`config.mk`:
```
export PLATFORM = sky130hd
export DESIGN_NAME = tpr_cordic
export DESIGN_NICKNAME = d
export VERILOG_FILES = /design/src/sv/tpr_pkg.sv /design/src/sv/tpr_cordic.sv
export SDC_FILE = /design/constraint.sdc
export NUM_CORES = 2
export LEC_CHECK = 0
export ABC_AREA = 1
export BUFFER_PORTS_ARGS = -buffer_cell sky130_fd_sc_hd__buf_2
export CAP_MARGIN = 30
export CORE_MARGIN = 8
export CORE_UTILIZATION = 32
export CTS_BUF_LIST = sky130_fd_sc_hd__clkbuf_4
export DETAILED_ROUTE_END_ITERATION = 7
export GPL_ROUTABILITY_DRIVEN = 1
export MAX_ROUTING_LAYER = met4
export PLACE_DENSITY = 0.58
export SKIP_CTS_REPAIR_TIMING = 1
export SLEW_MARGIN = 10
export SYNTH_ARGS = -nofsm -noshare
export SYNTH_HDL_FRONTEND = slang
export SYNTH_SLANG_ARGS = --single-unit
```
`constraint.sdc`:
```
create_clock -name clk -period 4.2 [get_ports clk]
set_clock_uncertainty 0.2 [all_clocks]
set_input_delay 0.63 -clock clk [delete_from_list [all_inputs] [get_ports clk]]
set_output_delay 0.63 -clock clk [all_outputs]
set_load 0.02 [all_outputs]
```
`src/sv/tpr_pkg.sv`:
```
package tpr_pkg;

	localparam int AXIS_W = 14;
	localparam int SQ_W = 27;
	localparam int SUM_W = 28;
	localparam int MAG_FRAC = 8;
	localparam int REM_W = SUM_W + 2 * MAG_FRAC;
	localparam int ROOT_W = 23;
	localparam int NUM_W = 15;
	localparam int COORD_W = 26;
	localparam int ACC_W = 28;
	localparam int ANG_FRAC = 12;
	localparam int ANGLE_W = 15;
	localparam int ANGLE_LIMIT = 9000;
	localparam int CORDIC_STAGES = 16;
	localparam int ANG_TABLE_LEN = 24;
	localparam int NSTG = (CORDIC_STAGES < ANG_TABLE_LEN) ? CORDIC_STAGES : ANG_TABLE_LEN;

	typedef logic signed [AXIS_W-1:0] axis_t;
	typedef logic [SQ_W-1:0] sq_t;
	typedef logic [SUM_W-1:0] sum_t;
	typedef logic [REM_W-1:0] rem_t;
	typedef logic [ROOT_W-1:0] root_t;
	typedef logic signed [NUM_W-1:0] num_t;
	typedef logic signed [COORD_W-1:0] coord_t;
	typedef logic signed [ACC_W-1:0] acc_t;
	typedef logic signed [ANGLE_W-1:0] angle_t;

	function automatic acc_t atan_step(input int i);
		acc_t r;
		case (i)
			0: r = ACC_W'(18432000);
			1: r = ACC_W'(10881045);
			2: r = ACC_W'(5749245);
			3: r = ACC_W'(2918407);
			4: r = ACC_W'(1464867);
			5: r = ACC_W'(733147);
			6: r = ACC_W'(366663);
			7: r = ACC_W'(183343);
			8: r = ACC_W'(91673);
			9: r = ACC_W'(45837);
			10: r = ACC_W'(22918);
			11: r = ACC_W'(11459);
			12: r = ACC_W'(5730);
			13: r = ACC_W'(2865);
			14: r = ACC_W'(1432);
			15: r = ACC_W'(716);
			16: r = ACC_W'(358);
			17: r = ACC_W'(179);
			18: r = ACC_W'(90);
			19: r = ACC_W'(45);
			20: r = ACC_W'(22);
			21: r = ACC_W'(11);
			22: r = ACC_W'(6);
			23: r = ACC_W'(3);
			default: r = '0;
		endcase
		return r;
	endfunction

endpackage

```
`src/sv/tpr_cordic.sv`:
```
module tpr_cordic (
	input  logic            clk,
	input  logic            arst_n,
	input  logic            en,
	input  logic            in_valid,
	input  tpr_pkg::root_t  in_mag,
	input  tpr_pkg::num_t   in_num,
	output logic            out_valid,
	output tpr_pkg::angle_t out_angle
);
	import tpr_pkg::*;

	coord_t cx_s  [0:NSTG];
	coord_t cy_s  [0:NSTG];
	acc_t   acc_s [0:NSTG];
	logic [NSTG:0] neg_s;
	logic [NSTG:0] numz_s;
	logic [NSTG:0] magz_s;
	logic [NSTG:0] vld_s;
	logic   vld_q;
	angle_t angle_q;
	num_t   ny;
	acc_t   rnd;
	logic [ANGLE_W-1:0] mag_res;
	logic [ANGLE_W-1:0] res;

	assign ny = in_num[NUM_W-1] ? -in_num : in_num;

	always_ff @(posedge clk or negedge arst_n) begin
		if (!arst_n) begin
			vld_s[0] <= 1'b0;
		end else if (en) begin
			vld_s[0] <= in_valid;
		end
	end

	always_ff @(posedge clk) begin
		if (en) begin
			cx_s[0] <= COORD_W'(in_mag);
			cy_s[0] <= COORD_W'(ny) <<< MAG_FRAC;
			acc_s[0] <= '0;
			neg_s[0] <= in_num[NUM_W-1];
			numz_s[0] <= (in_num == '0);
			magz_s[0] <= (in_mag == '0);
		end
	end

	for (genvar i = 0; i < NSTG; i++) begin : g_iter
		coord_t dx;
		coord_t dy;

		assign dx = cy_s[i] >>> i;
		assign dy = cx_s[i] >>> i;

		always_ff @(posedge clk or negedge arst_n) begin
			if (!arst_n) begin
				vld_s[i+1] <= 1'b0;
			end else if (en) begin
				vld_s[i+1] <= vld_s[i];
			end
		end

		always_ff @(posedge clk) begin
			if (en) begin
				if (!cy_s[i][COORD_W-1]) begin
					cx_s[i+1] <= cx_s[i] + dx;
					cy_s[i+1] <= cy_s[i] - dy;
					acc_s[i+1] <= acc_s[i] + atan_step(i);
				end else begin
					cx_s[i+1] <= cx_s[i] - dx;
					cy_s[i+1] <= cy_s[i] + dy;
					acc_s[i+1] <= acc_s[i] - atan_step(i);
				end
				neg_s[i+1] <= neg_s[i];
				numz_s[i+1] <= numz_s[i];
				magz_s[i+1] <= magz_s[i];
			end
		end
	end

	always_comb begin
		rnd = (acc_s[NSTG] + ACC_W'(1 << (ANG_FRAC - 1))) >>> ANG_FRAC;
		if (rnd[ACC_W-1]) begin
			mag_res = '0;
		end else if (rnd > ACC_W'(ANGLE_LIMIT)) begin
			mag_res = ANGLE_W'(ANGLE_LIMIT);
		end else begin
			mag_res = rnd[ANGLE_W-1:0];
		end
		if (numz_s[NSTG]) begin
			res = '0;
		end else if (magz_s[NSTG]) begin
			res = ANGLE_W'(ANGLE_LIMIT);
		end else begin
			res = mag_res;
		end
	end

	always_ff @(posedge clk or negedge arst_n) begin
		if (!arst_n) begin
			vld_q <= 1'b0;
		end else if (en) begin
			vld_q <= vld_s[NSTG];
		end
	end

	always_ff @(posedge clk) begin
		if (en) begin
			angle_q <= neg_s[NSTG] ? -angle_t'(res) : angle_t'(res);
		end
	end

	assign out_valid = vld_q;
	assign out_angle = angle_q;

endmodule

```
Yosys cells after proc, flatten, opt, wreduce, memory -nomap -nowiden
Memories as Yosys holds them, arrays and structs flattened.
Index checks and enable logic that the tools add are counted.
{ "totals": {"regBits": 84, "ram_bits": 1360, "out_inout_bits": 16, "memories": 3} }
{ "mem_list": {"columns": ["name", "words", "word_bits", "rd", "rd_clocked_by_memory_dff", "wr", "line", "rtl"], "rows": [
  ["acc_s", 17, 28, 17, 0, 17, "tpr_cordic.sv:15", "acc_t acc_s [0:NSTG];"],
  ["cx_s", 17, 26, 16, 0, 17, "tpr_cordic.sv:13", "coord_t cx_s [0:NSTG];"],
  ["cy_s", 17, 26, 16, 0, 17, "tpr_cordic.sv:14", "coord_t cy_s [0:NSTG];"]
]} }
{ "classes": {"addsub": 98, "n_lt_le_gt_ge": 1, "mux": 152, "n_bitwise": 48, "n_reduce_logical": 2} }
{ "ops": {"columns": ["operator", "n"], "rows": [
  ["2-to-1 mux 26 bit", 32],
  ["2-to-1 mux 28 bit", 16],
  ["2-to-1 mux 1 bit", 98],
  ["2-to-1 mux 15 bit", 6],
  ["adder 28 x 13 -> 28 bit, second input constant", 2],
  ["adder 26 x 11 -> 26 bit", 2],
  ["adder 26 x 12 -> 26 bit", 2],
  ["adder 26 x 13 -> 26 bit", 2],
  ["adder 26 x 14 -> 26 bit", 2],
  ["adder 26 x 15 -> 26 bit", 2],
  ["adder 26 x 16 -> 26 bit", 2],
  ["adder 26 x 17 -> 26 bit", 2],
  ["adder 26 x 18 -> 26 bit", 2],
  ["adder 26 x 19 -> 26 bit", 2],
  ["adder 26 x 20 -> 26 bit", 2],
  ["adder 26 x 21 -> 26 bit", 2],
  ["adder 26 x 22 -> 26 bit", 2],
  ["adder 26 x 23 -> 26 bit", 2],
  ["adder 26 x 24 -> 26 bit", 2],
  ["adder 26 x 25 -> 26 bit", 2],
  ["subtractor 26 x 11 -> 26 bit", 2],
  ["subtractor 26 x 12 -> 26 bit", 2],
  ["subtractor 26 x 13 -> 26 bit", 2],
  ["subtractor 26 x 14 -> 26 bit", 2],
  ["other kinds (49)", 109]
]} }

Depth between registers and ports, before layout
{ "logic_depth": {"word_depth": 8, "depth_mapped": 24} }

Worst setup path after synthesis
No wires, ideal clock.
{ "synth_path": {"path_kind": "input -> register", "from": "input port en", "to": "memory acc_s[6][19] (netlist bit) (data pin)", "setup_time_ns": 0.258, "arrival_ns": 4.073, "required_ns": 3.742, "setup_slack_ns": -0.331, "stages": 15, "path_buffers": 4, "path_cell_list": "buf_2 > buf_2 > nand2_1 > clkbuf_1 > buf_1 > ha_1 > inv_1 > fa_1 > o21ai_0 > a21boi_1 > o31ai_1 > a21oi_1 > o21ai_0 > a21oi_1 > xnor2_1"} }
{ "synth_lines": {"columns": ["element", "line", "rtl"], "rows": [
  ["start: declaration", "tpr_cordic.sv:4", "input logic en,"],
  ["end: declaration", "tpr_cordic.sv:15", null]
]} }

==> summary.md <==
| Metric | Value |
|---|---|
| Run status | finished clean |
| Vias per cell | 4.849 |
| Critical path class | reg -> reg |
| Number of flops mapped to enable cells by yosys | 1201 |
| Synth Flop Type | edfxtp_1 |
| Yosys reg bits | 1219 |
| Finished Layout Cells | 17350 |
| Synthesis Warnings | 0 |
| Num CTS Buffers | 342 |
| Slew Viols, Final | 0 |
| Post-synthesis sequential area ratio | 36.80% |
| Worst-Margin Slew | 0.9118 ns |
| Area delta synth->final | 20.27% |
| Endpoints failing setup | 0 |
| RR Endpoint | cx_s[4][25] |
| Post-route ant nets | 0 |
| Clk buf depth | 4 |
| H-Tree Level Count | 5 |
| First drt pass iteration count | 6 |
| Final Critical Period | 4.072 ns |
| Top cells by area, synth | edfxtp_1 36%, ha_1 14%, xor2_1 8.7% |
| Port bufs | 57 |
| Post-synth top area cell | edfxtp_1 |
| Post-DP HPWL | 220700 um |
| Initial Utilization | 32.16% |
| # DRC | 0 |
| CTS sink cnt | 1219 |
| Synth Cell Area | 99230 sq um |
| Achievable clock frequency | 0.2456 GHz |
| Largest net degree at the start of global routing | 83 |
| Routed via count | 84140 |
| Max_slew headroom | 39.22% |
| Initial antenna violation count | 6 |
| Final Cycle Share | 96.96% |
| Clk Latency, worst-skew pair | 1.24 ns |
| Max Cap Viol | 0 |
| Final Hold Fails | 0 |
| CTS tree | done |
| Reg2Reg Setup Slack | 0.13 ns |
| Root Driver | clkbuf_4 |
| Worst EP arrival | 4.79 ns |
| Routed Wire Length | 271700 um |
| Rows | 204 |
| CP Launch Type | flip-flop |
| Synth Area per Inst | 8.643 sq um |
| WHS Endpoint | cy_s[0][21] |
| First DRT Iteration DRCs | 5013 |
| Hold Path Depth | 3 |
| Reg2reg start | cy_s[3][3] |
| Share of post-route cells with drive strength above 1 | 15.10% |
| Endpoint class of the critical path | flip-flop |
| Routability cong. | 0.9310 |
| Die H | 572.9 um |
| Nets@finish | 14180 |
| Boundary pin count | 58 |
| Crit-path max FO | 3 |
| Die ar. | 328200 sq um |
| Core area | 308600 sq um |
| Cell variety after synth | 68 |
| RSZ-0062 raised after global routing | yes |
| Yosys top cell area share | 36.34% |
| Grt ovf | 0 |
| Class of the worst hold path | in -> reg |
| Crit path required time | 4.91 ns |
| DR WL/cell | 15.66 um |
| Vias in the first global route | 81790 |
| Worst hold start | in_num[13] |
| Dpl cells | 16630 |
| Worst Reg-to-Reg Cells | 22 |
| Clock-pin transition on the worst setup and hold timing paths | 0.07 ns |
| Post-Syn Nets | 12670 |
| GRT Util Overall | 16.16% |
| Die Wd | 572.9 um |
| First-pass GRT wire length | 427900 um |
| Post-synthesis async set-or-reset flop share | 1.477% |
| Syn Inst Count | 11480 |
[worst max path at each step]
stage | from | end | slack (ns)
final | cy_s[3][3] | cx_s[4][25] | 0.13
after detailed placement | cx_s[3][4] | cy_s[4][25] | -0.26
after CTS | cx_s[3][4] | cy_s[4][25] | -0.36
after global placement | cy_s[5][6] | cx_s[6][25] | -0.31
after floorplan | en | acc_s[6][19] | -0.03
after global routing | cx_s[3][4] | cy_s[4][25] | -0.17
[cell type report]
type                            instances  area (sq um)
Fill cell                           31440        189200
Multi-Input combinational cell       8936         58980
Sequential cell                      1219         36520
Timing Repair Buffer                 1271          9945
Tap cell                             4120          5155
Inverter                             1220          4584
Clock buffer                          460          3453
Clock inverter                        115         691.9
Antenna cell                           11         27.53
[per-stage QoR]
stage | util [%] | area, sq um | hold WS [ns] | setup TNS [ns] | setup slack [ns]
floorplan | - | 99250 | 0.1344 | -0.03057 | -0.03057
global placement | 36.48 | 112600 | 0.2004 | -2.044 | -0.3092
detailed placement | 36.48 | 112600 | 0.2045 | -2.549 | -0.2609
CTS | 37.83 | 116700 | -1.039 | -1.965 | -0.3633
global route | 38.68 | 119400 | 0.04922 | -0.8546 | -0.1663
finish | 38.68 | 119400 | 0.1889 | 0 | 0.1278
[placed cells by master (no fill, tap or decap), types with 87 or more instances in the layout]
master / instances
buf_4: 1103
ha_1: 1098
a21oi_1: 1283
dlygate4sd3_1: 87
nor3_1: 151
nand2_1: 1803
nand4_1: 135
edfxtp_1: 1201
xor2_1: 980
a31oi_1: 95
xnor2_1: 492
nand3_1: 395
inv_1: 1192
nor2_1: 946
clkbuf_4: 460
o21ai_0: 636
[worst max-delay path, stage by stage, from the launching register on]
cell	delay, ns
edfxtp_1	0.40
inv_1	0.08
ha_1	0.14
inv_1	0.06
nor4_2	0.16
buf_4	0.18
nand3_1	0.09
or4_4	0.44
buf_4	0.14
nand2_1	0.06
xor2_1	0.14
inv_1	0.08
ha_4	0.29
nand2_4	0.06
nor4_4	0.29
nand3_1	0.11
o211ai_1	0.27
nand2_1	0.11
nand2_2	0.08
a21oi_1	0.06
nor2_1	0.11
nor2_1	0.06
xor2_1	0.13
[sequential cells by signal, indices dropped and copies added (netlist names)]
signal     count
cx_s         373
numz_s        17
vld_s         17
out_angle     15
magz_s        17
out_valid      1
cy_s         379
neg_s         17
acc_s        383
[metal layers]
metal	track usage [%]	up-vias	routed length, um
met5	-	-	0
li1	-	43400	-
met2	27.67	1554	130900
met3	1.987	457	10080
met4	4.896	0	8681
met1	19.95	38730	122000
[cell usage after synthesis (all sizes together), types with 9 or more instances]
| cell type | count |
|---|---|
| nand2 | 1835 |
| a21oi | 1312 |
| inv | 1209 |
| edfxtp | 1201 |
| ha | 1110 |
| xor2 | 983 |
| nor2 | 978 |
| o21ai | 682 |
| xnor2 | 492 |
| nand3 | 416 |
| nor3 | 217 |
| nand4 | 135 |
| a31oi | 95 |
| nor4 | 95 |
| clkbuf | 84 |
| o31ai | 70 |
| o21bai | 60 |
| a21o | 57 |
| a21boi | 56 |
| o221ai | 50 |
| o21a | 44 |
| o211ai | 37 |
| fa | 35 |
| a211oi | 32 |
| or2 | 27 |
| o2111ai | 26 |
| buf | 22 |
| dfrtp | 18 |
| nand3b | 15 |
| o41ai | 12 |
| clkinv | 11 |
| and3 | 10 |
| o22ai | 9 |
[cell families (layout without fill, tap and decap cells)]
family | count (synthesis) | in the layout | synth area share (%)
DFF | 1219 | 1219 | 36.80
xor gates and xnor gates | 1478 | 1478 | 13.09
buffers and inverters | 1326 | 3066 | 5.027
and+or+nand+nor | 3745 | 3745 | 15.92
adders and majority gates | 1145 | 1145 | 14.70
AOI/OAI and AO/OA | 2567 | 2567 | 14.45
muxes | 1 | 1 | 0.01009
other | 0 | 11 | 0
Power is not shown: default switching activity piles up to over one toggle a cycle in this logic, so the estimate is an artifact.
