$ cat src/sv/tpr_pkg.sv
package tpr_pkg;

	localparam int AXIS_W = 14;
	localparam int SQ_W = 27;
	localparam int SUM_W = 28;
	localparam int MAG_FRAC = 8;
	localparam int REM_W = SUM_W + 2 * MAG_FRAC;
	localparam int ROOT_W = 23;
	localparam int NUM_W = 15;
	localparam int COORD_W = 26;
	localparam int ACC_W = 28;
	localparam int ANG_FRAC = 12;
	localparam int ANGLE_W = 15;
	localparam int ANGLE_LIMIT = 9000;
	localparam int CORDIC_STAGES = 16;
	localparam int ANG_TABLE_LEN = 24;
	localparam int NSTG = (CORDIC_STAGES < ANG_TABLE_LEN) ? CORDIC_STAGES : ANG_TABLE_LEN;

	typedef logic signed [AXIS_W-1:0] axis_t;
	typedef logic [SQ_W-1:0] sq_t;
	typedef logic [SUM_W-1:0] sum_t;
	typedef logic [REM_W-1:0] rem_t;
	typedef logic [ROOT_W-1:0] root_t;
	typedef logic signed [NUM_W-1:0] num_t;
	typedef logic signed [COORD_W-1:0] coord_t;
	typedef logic signed [ACC_W-1:0] acc_t;
	typedef logic signed [ANGLE_W-1:0] angle_t;

	function automatic acc_t atan_step(input int i);
		acc_t r;
		case (i)
			0: r = ACC_W'(18432000);
			1: r = ACC_W'(10881045);
			2: r = ACC_W'(5749245);
			3: r = ACC_W'(2918407);
			4: r = ACC_W'(1464867);
			5: r = ACC_W'(733147);
			6: r = ACC_W'(366663);
			7: r = ACC_W'(183343);
			8: r = ACC_W'(91673);
			9: r = ACC_W'(45837);
			10: r = ACC_W'(22918);
			11: r = ACC_W'(11459);
			12: r = ACC_W'(5730);
			13: r = ACC_W'(2865);
			14: r = ACC_W'(1432);
			15: r = ACC_W'(716);
			16: r = ACC_W'(358);
			17: r = ACC_W'(179);
			18: r = ACC_W'(90);
			19: r = ACC_W'(45);
			20: r = ACC_W'(22);
			21: r = ACC_W'(11);
			22: r = ACC_W'(6);
			23: r = ACC_W'(3);
			default: r = '0;
		endcase
		return r;
	endfunction

endpackage

$ cat src/sv/tpr_sqrt.sv
module tpr_sqrt (
	input  logic           clk,
	input  logic           arst_n,
	input  logic           en,
	input  logic           in_valid,
	input  tpr_pkg::sum_t  in_sum,
	input  tpr_pkg::num_t  in_num,
	output logic           out_valid,
	output tpr_pkg::root_t out_root,
	output tpr_pkg::num_t  out_num
);
	import tpr_pkg::*;

	rem_t  rem_s  [0:ROOT_W];
	root_t root_s [0:ROOT_W];
	num_t  num_s  [0:ROOT_W];
	logic [ROOT_W:0] vld_s;

	always_ff @(posedge clk or negedge arst_n) begin
		if (!arst_n) begin
			vld_s[0] <= 1'b0;
		end else if (en) begin
			vld_s[0] <= in_valid;
		end
	end

	always_ff @(posedge clk) begin
		if (en) begin
			rem_s[0] <= {in_sum, {(2 * MAG_FRAC){1'b0}}};
			root_s[0] <= '0;
			num_s[0] <= in_num;
		end
	end

	for (genvar i = 0; i < ROOT_W; i++) begin : g_bit
		localparam int B = ROOT_W - 1 - i;
		logic [REM_W:0] trial;
		logic ge;

		assign trial = ((REM_W + 1)'(root_s[i]) << (B + 1)) | ((REM_W + 1)'(1) << (2 * B));
		assign ge = {1'b0, rem_s[i]} >= trial;

		always_ff @(posedge clk or negedge arst_n) begin
			if (!arst_n) begin
				vld_s[i+1] <= 1'b0;
			end else if (en) begin
				vld_s[i+1] <= vld_s[i];
			end
		end

		always_ff @(posedge clk) begin
			if (en) begin
				rem_s[i+1] <= ge ? (rem_s[i] - trial[REM_W-1:0]) : rem_s[i];
				root_s[i+1] <= ge ? (root_s[i] | (ROOT_W'(1) << B)) : root_s[i];
				num_s[i+1] <= num_s[i];
			end
		end
	end

	assign out_valid = vld_s[ROOT_W];
	assign out_root = root_s[ROOT_W];
	assign out_num = num_s[ROOT_W];

endmodule

$ cat config.mk
export PLATFORM = sky130hd
export DESIGN_NAME = tpr_sqrt
export DESIGN_NICKNAME = d
export VERILOG_FILES = /design/src/sv/tpr_pkg.sv /design/src/sv/tpr_sqrt.sv
export SDC_FILE = /design/constraint.sdc
export NUM_CORES = 2
export LEC_CHECK = 0
export BUFFER_PORTS_ARGS = -buffer_cell sky130_fd_sc_hd__buf_2
export CORE_UTILIZATION = 38
export CTS_CLUSTER_SIZE = 8
export DETAILED_ROUTE_END_ITERATION = 10
export GPL_TIMING_DRIVEN = 0
export PLACE_DENSITY = 0.55
export RECOVER_POWER = 50
export REMOVE_ABC_BUFFERS = 1
export SLEW_MARGIN = 20
export SYNTH_ARGS = -nofsm -noshare
export SYNTH_HDL_FRONTEND = slang
export SYNTH_SLANG_ARGS = --single-unit
$ cat constraint.sdc
create_clock -name clk -period 5.2 [get_ports clk]
set_clock_uncertainty 0.1 [all_clocks]
set_input_delay 0.52 -clock clk [delete_from_list [all_inputs] [get_ports clk]]
set_output_delay 0.52 -clock clk [all_outputs]
set_load 0.02 [all_outputs]
Word-level counts from Yosys, hierarchy flattened
Memories as Yosys holds them, arrays and structs flattened.
Index checks and enable logic that the tools add are counted.
- memories kept: 3
- output and inout bits: 39
- bits of input ports: 47
- word-level logic and storage cells: 121
- memory bits (writable): 1968
- register bits after elaboration: 24
- memories (memory ; depth ; width ; rd ports ; clocked after memory_dff ; write ports ; RTL line ; RTL):
    rem_s ; 24 ; 44 ; 23 ; 0 ; 24 ; tpr_sqrt.sv:14 ; rem_t rem_s [0:ROOT_W];
    root_s ; 24 ; 23 ; 24 ; 0 ; 24 ; tpr_sqrt.sv:15 ; root_t root_s [0:ROOT_W];
    num_s ; 24 ; 15 ; 24 ; 0 ; 24 ; tpr_sqrt.sv:16 ; num_t num_s [0:ROOT_W];
- mux-type cells: 48
- magnitude comparators: 23
- add/sub/neg operators: 23
- operators by type and width (kind ; number):
    $mux W44 ; 23
    $sub A44 B44 Y44 ; 3
    $ge A44 B45 Y1 ; 2
    $ge A44 B24 Y1 ; 1
    $ge A44 B25 Y1 ; 1
    $ge A44 B26 Y1 ; 1
    $ge A44 B27 Y1 ; 1
    $ge A44 B28 Y1 ; 1
    $ge A44 B29 Y1 ; 1
    $ge A44 B30 Y1 ; 1
    $ge A44 B31 Y1 ; 1
    $ge A44 B32 Y1 ; 1
    $ge A44 B33 Y1 ; 1
    $ge A44 B34 Y1 ; 1
    $ge A44 B35 Y1 ; 1
    $ge A44 B36 Y1 ; 1
    $ge A44 B37 Y1 ; 1
    $ge A44 B38 Y1 ; 1
    $ge A44 B39 Y1 ; 1
    $ge A44 B40 Y1 ; 1
    $ge A44 B41 Y1 ; 1
    $ge A44 B42 Y1 ; 1
    $ge A44 B43 Y1 ; 1
    $ge A44 B44 Y1 ; 1
    other kinds (43) ; 45

Depth between registers and ports, before layout
An unclocked memory read counts as a cell.
- depth after elaboration: 3
- mapped depth: 16
- mapped depth without buffers: 15

Worst setup path after synthesis
OpenSTA, ideal clock, no wires.
- kind: flip-flop to flip-flop
- start: memory rem_s[18][29] in the netlist's numbering
- end: memory rem_s[19][36] in the netlist's numbering, data pin
- path slack: 1571 ps
- data arrival time: 3258 ps
- library setup time: 271 ps
- period minus slack after synthesis: 3629 ps
- buffers on the path: 1
- stages on the path, launching flop included: 11
- data required time: 4829 ps
- path through: edfxtp_1 > or3_4 > or4_4 > nand2b_1 > or4_1 > a211o_1 > a2111oi_4 > or3_1 > buf_4 > nor4_1 > xor2_1
- RTL lines (item ; RTL line):
    start, declared ; tpr_sqrt.sv:14

==> flow_summary.yaml <==
outcome:
  status: "finished with violations"
  failed_checks: "max-capacitance violations, max-slew violations"
synth:
  synth_ff_type: "sky130_fd_sc_hd__edfxtp_1"
  syn_avg_cell_area_um2: 13.8
  muxShareOfSynthArea_pct: 0.933
  synth_cells: 4222
  synth.yosys.warnings: 0
  synthesized_area_fraction_occupied_by_xor_and_xnor_cells_pct: 5.49
  synth-seq-area-share_pct: 68.2
  postSynthRegisterBits: 1330
  synth_top_family_by_area: "simple AND/OR/NAND/NOR gates"
  synth-edff-count: 1306
  syn_area_mm2: 0.0583
  async_reset_ff_share_pct: 1.80
  yosysUniqueCellTypes: 75
  synth_compound_area_share_pct: 7.52
  yosys.area_share.simple_pct: 9.36
  synth-adder-area-share_pct: 5.73
detailed_routing:
  drt_iter0_markers: 1509
  dr.pass1.iters: 6
  post_drt_wl_per_cell_um: 15.3
  drt.antenna.violating_nets: 0
  routed_via_density: 4.91
  remaining_drc_errors: 0
  via_count: 32200
  postRouteWirelength_um: 100000
placement:
  finalWeightedCongestion: 0.926
  place_inst: 6283
  port_buffers: 84
  dp_hpwl_um: 68200
  dp_worst_setup_slack_ns: 0.345
worst_setup_path:
  critical_path_cell_by_cell: "ha_1 -> inv_1 -> fa_1 -> nor2b_1 -> o31a_1 -> o31ai_1 -> o221ai_1 -> a211oi_4 -> buf_6 -> clkinv_1 -> o21ai_0 -> nor4_1 -> xor2_1"
  slowest_delay_ns: 0.64
  worst_setup_path_start_kind: "register"
  end_kind: "register"
  critical_path.top_delay_family: "compound AO/OA/AOI/OAI gates"
  r2r-end: "rem_s[20][40]$_DFFE_PP_"
  worst_path_max_delay_cell: "sky130_fd_sc_hd__clkinv_1"
  worstPathArrival_ns: 5.21
  cp.required_ns: 5.58
  ff2ff_path_depth: 13
  crit_fanout: 27
  setup.reg_to_reg.worst_slack_ns: 0.37
  worstReg2RegStart: "rem_s[19][8]$_SDFFCE_PP0P_"
  critical_path_buf_inv_count: 3
  critPathKind: "reg2reg"
grt:
  via_count_of_the_first_global_routing_pass: 34100
  grt.overflow.total: 0
  pin_count_of_the_biggest_net_entering_global_routing: 145
  global_route.usage.total_pct: 12.9
  wire_length_of_the_first_global_routing_pass_um: 163000
  antenna_found_initial: 0
clock_tree:
  clock_tree_from_tritoncts: "yes"
  root_buffer: "sky130_fd_sc_hd__clkbuf_16"
  cts.htree.levels: 4
  total_clock_sinks: 1330
  cts.path.max_buffers: 3
  cts.clk_slew.worst_paths_ns: 0.05
  clock_latency_ns: 0.79
  cts_made_buffers: 184
sta:
  max_freq_mhz: 207
  finalWorstSetupSlack_ns: 0.368
  finalHoldViolCount: 0
  period_share_pct: 92.9
  setup_viol: 0
  whs_ns: 0.304
  tns_ns: 0
  layout_min_cycle_time_ns: 4.83
  rsz0062_at_grt: "false"
  final-max-slew-violation-count: 134
  slew_headroom_pct: -113
  worst_slew_pin_slew_ns: 3.20
floorplanning:
  die_h_um: 394
  fp.coreArea_mm2: 0.152
  design.portCount: 86
  floorplan.die_area_mm2: 0.155
  chipWidth_um: 394
  std_cell_rows: 143
  initial_utilization_pct: 38.3
worst_hold_path:
  worstHoldEndpoint: "num_s[0][119]$_DFFE_PP_"
  worst_hold_stages: 0
  worst_hold_path_type: "reg2reg"
  holdCritStartpoint: "num_s[0][104]$_DFFE_PP_"
layout:
  layout-area-overhead-vs-synth_pct: 14.7
  final_layout_size_suffix_gt1_share_pct: 7.71
  final_cell_count_no_fill: 6556
  fillers: 13500
  number_of_antenna_diodes: 0
  final_net_count: 4795
power_and_ir_drop:
  power.leakage_nw: 24.6
  pwr_density_cell_mw_per_mm2: 426
  power.total_w: 0.0285
  worst_ir_drop_vdd_uv: 336
flow_run:
  cap_violations: 1
-- per-layer routing --
layer	vias to the layer above	track usage [%]	share of wire, %
met5	-	0	0
met4	0	6.83	4.5
met3	301	2.73	3.4
met2	565	26.6	58
met1	15200	11.3	34
li1	16100	-	-
-- what timing repair did --
action	4_1_cts	5_1_grt
setup endpoints to repair	0	3
hold buffers	46	0
resized for setup	0	1
endpoints found under the hold margin	90	0
setup buffers	0	0
-- worst max-delay path by stage --
stage / from / endpoint / cells past startpoint
3_5_place_dp: rem_s[20][6]$_SDFFCE_PP0P_ / rem_s[21][35]$_DFFE_PP_ / 12
5_1_grt: rem_s[19][8]$_SDFFCE_PP0P_ / rem_s[20][40]$_DFFE_PP_ / 13
3_3_place_gp: en / out_valid$_DFFE_PN0P_ / 2
4_1_cts: rem_s[20][6]$_SDFFCE_PP0P_ / rem_s[21][43]$_DFFE_PP_ / 12
6_report: rem_s[19][8]$_SDFFCE_PP0P_ / rem_s[20][40]$_DFFE_PP_ / 13
2_1_floorplan: rem_s[16][32]$_DFFE_PP_ / rem_s[17][16]$_DFFE_PP_ / 7
-- stage by stage --
stage                     util (%)  area, um^2
after floorplan                  -       58000
after global placement        40.0       61000
after detailed placement      40.4       61500
after CTS                     44.0       67000
after global routing          44.0       66900
final                         44.0       66900
-- cells by family after synthesis --
logic type	Yosys count
buffers and inverters	404
DFF	1330
and+or+nand+nor	1098
xor gates and xnor gates	366
other	1
adders and majority gates	263
muxes	49
AOI/OAI and AO/OA	711
-- state kept, by name (all words and copies together), names as in the netlist --
register / count
rem_s: 693
vld_s: 23
root_s: 253
out_valid: 1
num_s: 360
-- worst register-to-register path: stages (launching register included) --
cell and delay, ns:
sky130_fd_sc_hd__edfxtp_1 0.43, sky130_fd_sc_hd__ha_1 0.24, sky130_fd_sc_hd__inv_1 0.07, sky130_fd_sc_hd__fa_1 0.20, sky130_fd_sc_hd__nor2b_1 0.08, sky130_fd_sc_hd__o31a_1 0.28, sky130_fd_sc_hd__o31ai_1 0.58, sky130_fd_sc_hd__o221ai_1 0.49
sky130_fd_sc_hd__a211oi_4 0.39, sky130_fd_sc_hd__buf_6 0.23, sky130_fd_sc_hd__clkinv_1 0.65, sky130_fd_sc_hd__o21ai_0 0.52, sky130_fd_sc_hd__nor4_1 0.11, sky130_fd_sc_hd__xor2_1 0.16
-- synth_stat cells (all sizes together), types with 20 or more instances --
cell type / number / area share, %
edfxtp: 1306 / 67
nand2: 335 / 2.2
inv: 325 / 2.1
ha: 256 / 5.5
o21ai: 232 / 2.0
nor2: 218 / 1.4
xor2: 198 / 3.0
a21oi: 178 / 1.5
xnor2: 168 / 2.5
nor3: 97 / 0.84
nor4: 95 / 1.0
a21o: 67 / 0.86
clkbuf: 58 / 0.37
nand3: 54 / 0.46
o21a: 51 / 0.66
nand2b: 50 / 0.54
nor2b: 47 / 0.50
or3: 47 / 0.51
mux2: 43 / 0.83
o31ai: 35 / 0.45
or4: 34 / 0.44
nand4: 30 / 0.32
dfrtp: 24 / 1.0
a211oi: 20 / 0.26
-- layout by cell type (no fill, tap or decap), types with 8 or more instances in the layout --
master	count
sky130_fd_sc_hd__nand3_1	54
sky130_fd_sc_hd__dfrtp_1	24
sky130_fd_sc_hd__a21oi_1	178
sky130_fd_sc_hd__buf_2	47
sky130_fd_sc_hd__o21ai_0	230
sky130_fd_sc_hd__a21o_1	67
sky130_fd_sc_hd__clkbuf_1	65
sky130_fd_sc_hd__nor2_1	216
sky130_fd_sc_hd__o21bai_1	19
sky130_fd_sc_hd__nand2_1	335
sky130_fd_sc_hd__nor4b_1	12
sky130_fd_sc_hd__buf_6	8
sky130_fd_sc_hd__nor4_1	94
sky130_fd_sc_hd__o31ai_1	35
sky130_fd_sc_hd__xor2_1	198
sky130_fd_sc_hd__nand4_1	30
sky130_fd_sc_hd__mux2_2	43
sky130_fd_sc_hd__nor3_1	95
sky130_fd_sc_hd__clkbuf_16	185
sky130_fd_sc_hd__nor2b_1	44
sky130_fd_sc_hd__xnor2_1	168
sky130_fd_sc_hd__a211oi_1	18
sky130_fd_sc_hd__a31oi_1	17
sky130_fd_sc_hd__nand2b_1	50
sky130_fd_sc_hd__dlygate4sd3_1	46
sky130_fd_sc_hd__ha_1	256
sky130_fd_sc_hd__nand4b_1	11
sky130_fd_sc_hd__or2_2	13
sky130_fd_sc_hd__or4_1	33
sky130_fd_sc_hd__o211ai_1	19
sky130_fd_sc_hd__and3_1	11
sky130_fd_sc_hd__edfxtp_1	1306
sky130_fd_sc_hd__or3_1	46
sky130_fd_sc_hd__inv_1	325
sky130_fd_sc_hd__and2_1	15
sky130_fd_sc_hd__o21a_1	51
sky130_fd_sc_hd__clkinv_16	11
-- where the power goes --
part / leakage [nW] / internal [W] / switching, W
sequential: 12.7 / 0.0133 / 0.000687
clock: 2.46 / 0.00636 / 0.00431
combinational: 9.44 / 0.00164 / 0.00221
-- layout make-up --
type	count	area (um^2)	area share (%)
flip-flops and latches	1330	39800	59.5
multi-input cells	2488	17000	25.4
repair buffers	154	1200	1.79
inverters	327	1230	1.83
well taps	2030	2540	3.80
clock buffers	211	4730	7.06
clock inverters	16	387	0.578
Note: power is estimated with default switching activity, not from simulation.
